`config.mk`:
```
export PLATFORM = sky130hd
export DESIGN_NAME = scml_cell
export DESIGN_NICKNAME = d
export VERILOG_FILES = /design/src/design/sorted_channel_map_lookup_core_defines.svh /design/src/design/scml_pkg.sv /design/src/design/scml_cell.sv
export SDC_FILE = /design/constraint.sdc
export NUM_CORES = 1
export LEC_CHECK = 0
export ABC_AREA = 1
export BUFFER_PORTS_ARGS = -buffer_cell sky130_fd_sc_hd__buf_2
export CAP_MARGIN = 20
export CORE_MARGIN = 2
export CORE_UTILIZATION = 35
export DETAILED_ROUTE_END_ITERATION = 8
export HOLD_SLACK_MARGIN = 0.03
export PLACE_DENSITY = 0.62
export SLEW_MARGIN = 20
export SYNTH_ARGS = -nofsm -noshare
export SYNTH_HDL_FRONTEND = slang
export SYNTH_SLANG_ARGS = --single-unit
```
`constraint.sdc`:
```
create_clock -name clk -period 13.23 [get_ports clk]
set_input_delay 0.6615 -clock clk [delete_from_list [all_inputs] [get_ports clk]]
set_output_delay 0.6615 -clock clk [all_outputs]
set_load 0.01 [all_outputs]
```
`src/design/sorted_channel_map_lookup_core_defines.svh`:
```
// assertion macros shared by the sorted channel map lookup design
// no dependencies; included by files that carry concurrent assertions
`ifndef SORTED_CHANNEL_MAP_LOOKUP_CORE_DEFINES_SVH
`define SORTED_CHANNEL_MAP_LOOKUP_CORE_DEFINES_SVH

`ifndef SYNTHESIS

// antecedent implies consequent in the same cycle
`define SCML_ASSERT_IMPL(label, ck, rs, ante, cons) \
  label: assert property (@(posedge ck) disable iff (rs) (ante) |-> (cons)) \
    else $error("scml assertion failed");

// antecedent implies consequent in the next cycle
`define SCML_ASSERT_NEXT(label, ck, rs, ante, cons) \
  label: assert property (@(posedge ck) disable iff (rs) (ante) |=> (cons)) \
    else $error("scml assertion failed");

// condition holds at every edge outside reset
`define SCML_ASSERT_ALWAYS(label, ck, rs, cond) \
  `SCML_ASSERT_IMPL(label, ck, rs, 1'b1, cond)

`else

`define SCML_ASSERT_IMPL(label, ck, rs, ante, cons)
`define SCML_ASSERT_NEXT(label, ck, rs, ante, cons)
`define SCML_ASSERT_ALWAYS(label, ck, rs, cond)

`endif

`endif

```
`src/design/scml_pkg.sv`:
```
// types and constants for the sorted channel map lookup
// no dependencies; used by the interfaces, the cell and the top level
package scml_pkg;

  localparam int KEY_W     = 32;
  localparam int NAME_W    = 32;
  localparam int PLANE_W   = 16;
  localparam int SEG_W     = 8;
  localparam int CHAN_W    = 32;
  localparam int KIND_W    = 2;
  localparam int STATUS_W  = 2;
  localparam int RANK_W    = 10;
  localparam int COUNT_W   = 11;

  // item kinds on the request channel
  typedef enum logic [KIND_W-1:0] {
    KIND_CLEAR  = 2'd0,
    KIND_LOAD   = 2'd1,
    KIND_LOOKUP = 2'd2
  } kind_t;

  // result status codes
  typedef enum logic [STATUS_W-1:0] {
    ST_OK   = 2'd0,
    ST_MISS = 2'd1,
    ST_FULL = 2'd2
  } status_t;

  // operation a token performs while walking the chain
  typedef enum logic [1:0] {
    OP_NONE = 2'd0,
    OP_LOAD = 2'd1,
    OP_FIND = 2'd2
  } op_t;

  // detector record
  typedef struct packed {
    logic [NAME_W-1:0]  name;
    logic [PLANE_W-1:0] plane;
    logic [SEG_W-1:0]   segment;
    logic [CHAN_W-1:0]  channel;
  } rec_t;

  // one table entry
  typedef struct packed {
    logic [KEY_W-1:0] key;
    rec_t             rec;
  } entry_t;

  // token handed from cell to cell
  typedef struct packed {
    logic    valid;
    op_t     op;
    logic    hit;
    status_t status;
    entry_t  ent;
  } tok_t;

endpackage

```
`src/design/scml_cell.sv`:
```
// one cell of the sorted chain: holds a single table entry at a fixed rank
// depends on scml_pkg for the entry and token types
module scml_cell #(
  parameter int IDX = 0,
  parameter int IW  = 10,
  parameter int CW  = 11
) (
  input  logic             clk,
  input  logic             rst,
  input  logic             advance,
  input  scml_pkg::tok_t   tok_in,
  input  logic [CW-1:0]    cnt_in,
  input  logic [IW-1:0]    rank_in,
  output scml_pkg::tok_t   tok_out,
  output logic [CW-1:0]    cnt_out,
  output logic [IW-1:0]    rank_out
);

  localparam logic [CW-1:0] IDX_C = CW'(IDX);
  localparam logic [IW-1:0] IDX_R = IW'(IDX);

  scml_pkg::entry_t held;
  scml_pkg::entry_t held_next;
  scml_pkg::tok_t   tok_next;
  logic [IW-1:0]    rank_next;
  logic             wr;
  logic             below_cnt;
  logic             upto_cnt;

  // cell holds a live entry when its rank is below the token's count
  assign below_cnt = (IDX_C < cnt_in);
  assign upto_cnt  = (IDX_C <= cnt_in);

  // insert, shift or match against the held entry
  always_comb begin
    tok_next  = tok_in;
    rank_next = rank_in;
    held_next = held;
    wr        = 1'b0;
    if (tok_in.valid) begin
      case (tok_in.op)
        scml_pkg::OP_LOAD: begin
          if (!tok_in.hit) begin
            // new entry goes after every equal key
            if (!below_cnt || (held.key > tok_in.ent.key)) begin
              wr           = 1'b1;
              held_next    = tok_in.ent;
              tok_next.ent = held;
              tok_next.hit = 1'b1;
              rank_next    = IDX_R;
            end
          end else if (upto_cnt) begin
            // shift the displaced entry one place up
            wr           = 1'b1;
            held_next    = tok_in.ent;
            tok_next.ent = held;
          end
        end
        scml_pkg::OP_FIND: begin
          if (!tok_in.hit && below_cnt && (held.key == tok_in.ent.key)) begin
            tok_next.hit = 1'b1;
            tok_next.ent = held;
            rank_next    = IDX_R;
          end
        end
        default: begin
        end
      endcase
    end
  end

  // entry storage
  always_ff @(posedge clk) begin
    if (advance && wr) begin
      held <= held_next;
    end
  end

  // token toward the next cell, only its valid bit is reset
  always_ff @(posedge clk) begin
    if (rst) begin
      tok_out.valid <= 1'b0;
    end else if (advance) begin
      tok_out.valid <= tok_next.valid;
    end
    if (advance) begin
      tok_out.op     <= tok_next.op;
      tok_out.hit    <= tok_next.hit;
      tok_out.status <= tok_next.status;
      tok_out.ent    <= tok_next.ent;
      cnt_out        <= cnt_in;
      rank_out       <= rank_next;
    end
  end

endmodule

```
Yosys cells after proc, flatten, opt, wreduce, memory -nomap -nowiden. Cells that the tools add are included.

Memories: 0. Input bits: 150. Latch bits: 0. Bits in read-only memories: 0. Memory bits (writable): 0. Logic and storage cells: 54. Register bits: 267. Output and inout port bits: 147.

Divide/modulo/power cells: 0. Reductions and logical operators: 8. Multiplexer cells: 23. Bitwise logic cells: 0. Order comparisons: 3. $mul: 0. Add/sub/neg operators: 0. Shifts and indexed selects: 0. Equal/unequal tests: 4.

Operators with widths (number): 120-bit 2-to-1 mux (8); 120-bit case mux with 2 select lines (1); 10-bit 2-to-1 mux (4); 32-bit == test (1); 32-bit greater-than comparator (1); 10-bit case mux with 2 select lines (1); 1-bit by 11-bit less-or-equal comparator with 1-bit output (first input constant) (1); 1-bit by 11-bit less-than comparator with 1-bit output (first input constant) (1); 1-bit 2-to-1 mux (8); 5-bit AND reduction (1); 1-bit logical AND (3); 2-bit by 1-bit == test with 1-bit output (second input constant) (1); 2-bit == test (second input constant) (1); 1-bit logical NOT (2); 2-bit by 1-bit != test with 1-bit output (second input constant) (1); 1-bit case mux with 2 select lines (1); 2-bit nonzero test (1); 1-bit logical OR (1).

Depth between registers and ports, before layout.
Word-level depth: 9. Gate-level depth with buffers: 20.

Least setup slack after synthesis. No wires, ideal clock.

Kind: input port to flip-flop. Start: input port tok_in[111] (netlist name). End: register held[0] (netlist name), enable pin. Path slack: 5.621 ns. Setup time: 0.600 ns. Data required time: 12.630 ns. Data arrival time: 7.009 ns. Cell stages on the path: 13. Cells stage by stage: inv_1 > ha_1 > nand2_1 > nor2_1 > nand4_1 > nor2_1 > nand2_1 > nand2_1 > nand2_1 > nand2_1 > clkbuf_1 > nand2_1 > nor2_1.

Word-level cells in the longest chain between the ends: 8.

RTL lines: start: declaration (RTL line scml_cell.sv:11) `input scml_pkg::tok_t tok_in,`; 32-bit greater-than comparator * (RTL line scml_cell.sv:45) `if (!below_cnt || (held.key > tok_in.ent.key)) begin`; 1-bit logical OR * (RTL line scml_cell.sv:45); 1-bit 2-to-1 mux (RTL line scml_cell.sv:45); 1-bit 2-to-1 mux (RTL line scml_cell.sv:43) `if (!tok_in.hit) begin`; 1-bit 2-to-1 mux (RTL line scml_cell.sv:41) `case (tok_in.op)`; 1-bit 2-to-1 mux (RTL line scml_cell.sv:40) `if (tok_in.valid) begin`; 1-bit logical AND (RTL line scml_cell.sv:74) `if (advance && wr) begin`; 5-bit AND reduction (no source line) *; end signal: assignment (RTL line scml_cell.sv:75) `held <= held_next;`; end: declaration (RTL line scml_cell.sv:22) `scml_pkg::entry_t held;`.

Mark *: on every way between the ends. The rest lies on a longest branch, timed or not. A chain may end at the register's enable or synchronous reset.

Final worst setup path.
Start: register held[95] (netlist name). End: register held[50] (netlist name), enable pin.

Word-level cells in the longest chain between the ends: 8.

RTL lines (RTL line): 32-bit greater-than comparator * (scml_cell.sv:45); 1-bit logical OR * (scml_cell.sv:45); 1-bit 2-to-1 mux (scml_cell.sv:45); 1-bit 2-to-1 mux (scml_cell.sv:43); 1-bit 2-to-1 mux (scml_cell.sv:41); 1-bit 2-to-1 mux (scml_cell.sv:40); 1-bit logical AND (scml_cell.sv:74); 5-bit AND reduction (no source line) *.

Marked as above.

==> run_results.csv <==
group,metric,value,unit
grt,grt-busiest-layer,"met2",
grt,gr-usage-met2,0.3160,
grt,grt_first_pass_wirelength,70890,um
placement,routabilityCongestion,0.7735,
clock_tree,postCtsSetupRepairBufs,0,
logic_synthesis,ys.flop_type,"edfxtp_1",
timing,drv_slew,0,
timing,worstMarginPinSlew,1101,ps
finish,multiInputGateArea,0.005575,mm2
logic_synthesis,ys_seq_area_frac,0.5164,
grt,grtUsageMet3,0.03816,
finish,layout.nets,2394,
floorplanning,rows,77,
logic_synthesis,syn_nets,2169,
power_and_ir_drop,netSwitchingFraction,0.2752,
power_and_ir_drop,vdd_ir_drop_max,88.50,uV
critical_path,arrival,4790,ps
power_and_ir_drop,power_density,114.6,mW/mm2
grt,grt_max_degree,242,
timing,layout_min_cycle_time,4602,ps
flow_run,drv_cap,0,
drt,ant_nets,0,
drt,first_iter_violations,1100,
clock_tree,cts_hold_buf,0,
timing,post-route-period-util,0.3478,
timing,setup_viol,0,
critical_path,worst-path-buf-inv,1,
critical_path,critPathTopFamily,"simple AND/OR/NAND/NOR gates",
outcome,outcome,"finished, final reports clean",
finish,final_common_cell,"nand2_1",
logic_synthesis,async_flop_share,0,
power_and_ir_drop,p_leak,8.660,nW
power_and_ir_drop,pwr-share-seq,0.477,
logic_synthesis,postSynthAreaPerCell,7.812,um2
clock_tree,cts.repair.resized,0,
timing,hold_viol,0,
finish,fillers,4407,
drt,firstDrtPassIters,6,
critical_path,slowest_stage,"buf_4",
timing,grt_setup_unrepaired,"false",
drt,drcViolationCount,0,
grt,grt_pass1_vias,13440,
drt,via_count,13810,
critical_path,crit_path_max_fanout,62,
logic_synthesis,synth_area_leader_cell,"edfxtp_1",
floorplanning,dieArea,0.04600,mm2
placement,port_buffers,296,
timing,fin_setup_tns,0,ps
power_and_ir_drop,power,2.097,mW
clock_tree,cts_tree,"done",
finish,drive_above_1_share,0.1594,
logic_synthesis,ys_types,22,
power_and_ir_drop,p_int,1.520,mW
drt,wire_per_inst,15.81,um
finish,areaGrowthSynthToFinish,18.02,%
critical_path,worst-endpoint-required,13420,ps
critical_path,crit_top_cell,"nand2_1",
drt,vias_per_cell,4.882,
logic_synthesis,synth_warnings,0,
grt,antenna_found_initial,10,
grt,grt_remaining_overflow,0,
power_and_ir_drop,p_comb_frac,0.151,
clock_tree,cts.sinks,267,
critical_path,criticalPathCategory,"reg2reg",
power_and_ir_drop,p_clk_frac,0.372,
logic_synthesis,ys_top_cells_by_area,"edfxtp_1, nand2_1, inv_1",
grt,gr-usage-all-layers,0.1884,
floorplanning,core-area,0.04393,mm2
clock_tree,htree_levels,1,
logic_synthesis,syn_area,0.01551,mm2
critical_path,cp-end-kind,"register",
logic_synthesis,yosys.area.top_type_share,0.5151,
timing,finClkSkew,14.95,ps
floorplanning,floorplan.initialDensity,0.3530,
logic_synthesis,synthCells,1985,
critical_path,path_cells,"ha_1, nand2_1, nor2_1, nand2_1, nand2_1, nand2_1, nand2_1, nand2_1, nand2_1, nand2_4, nand2_4, nand2_1, nor2_4, buf_4",
finish,regArea,0.008008,mm2
timing,max-slew-margin-rel,0.2662,
clock_tree,clk_pin_slew,60,ps
floorplanning,die_w,214.5,um
clock_tree,cts_buffer_depth,3,
clock_tree,cts-root-buf,"clkbuf_16",
floorplanning,io_pins,297,
floorplanning,dieHeight,214.5,um
drt,routed_wl,44720,um
placement,dp_hpwl,26470,um
critical_path,slowest_delay,780,ps
finish,layout_common_cells,"nand2_1, inv_1, buf_2",
clock_tree,clk_latency,570,ps
clock_tree,cts_buffers,31,
timing,max_freq,217.3,MHz
logic_synthesis,synth-seq-cells,267,
min_path,hp-class,"in2reg",
logic_synthesis,synth-edff-count,266,
grt,grt_use_met1,0.2494,
power_and_ir_drop,switching_power,0.5772,mW
critical_path,crit_path_start_kind,"register",
-- final cells by class --
type                            count  share of cell area
Tap cell                          592             0.04048
Multi-Input combinational cell   1213              0.3047
Clock buffer                       38             0.04383
Antenna cell                        3           0.0004102
Sequential cell                   267              0.4376
Timing Repair Buffer              311             0.08922
Clock inverter                     18            0.004512
Inverter                          386             0.07931
-- Yosys cell counts, drive strengths merged (2+ instances only) --
| library cell | n |
|---|---|
| a21o | 2 |
| a21oi | 134 |
| o21ai | 122 |
| nand3 | 244 |
| inv | 386 |
| ha | 34 |
| buf | 49 |
| edfxtp | 266 |
| nand4 | 2 |
| o21a | 2 |
| nand2 | 405 |
| clkbuf | 70 |
| nor2 | 263 |
| nor4 | 2 |
-- logic make-up after synthesis --
group / count (synthesis) / share of synthesized area
fa+ha+maj: 34 / 0.02743
flops: 267 / 0.5164
buf+inv: 505 / 0.1276
simple gates: 917 / 0.2429
compound gates: 262 / 0.08569
-- flip-flops by register name, indices dropped and copies added (netlist names) --
register  cells
cnt_out      11
held        120
rank_out     10
tok_out     126
-- power by group through the flow --
stage | Clock, mW | Combinational (mW) | Sequential, mW
floorplan | 0 | 0.161 | 1.04
global placement | 0 | 0.310 | 1.02
detailed placement | 0 | 0.318 | 1.02
CTS | 0.800 | 0.319 | 1.00
global route | 0.828 | 0.356 | 1.00
finish | 0.780 | 0.317 | 1.00
-- through the flow --
step,worst slack [ps],instances,hold WS [ps],area [um2],utilization
floorplan,5621,1985,476.6,15510,-
global placement,8149,2768,441.2,17380,0.3956
detailed placement,8109,2768,453.5,17380,0.3956
CTS,8531,2824,216.8,18270,0.4158
global route,8236,2825,242.0,18290,0.4164
finish,8628,2828,246.2,18300,0.4166
-- layer usage --
layer / part of all wire / wire, um
met4: 0.017 / 776
met2: 0.46 / 20760
met3: 0.072 / 3216
met5: 0.0020 / 89
met1: 0.44 / 19880
-- worst paths after layout --
check / from / slack, ps / end / cells past startpoint
worst max-delay path: held[95] / 8630 / held[50] / 14
worst min register to register: tok_out[125] / 460 / tok_out[125] / 2
worst max register to register: held[95] / 8630 / held[50] / 14
worst min-delay path: rst / 250 / tok_out[125] / 2
Power figures use the tool's default switching activity.
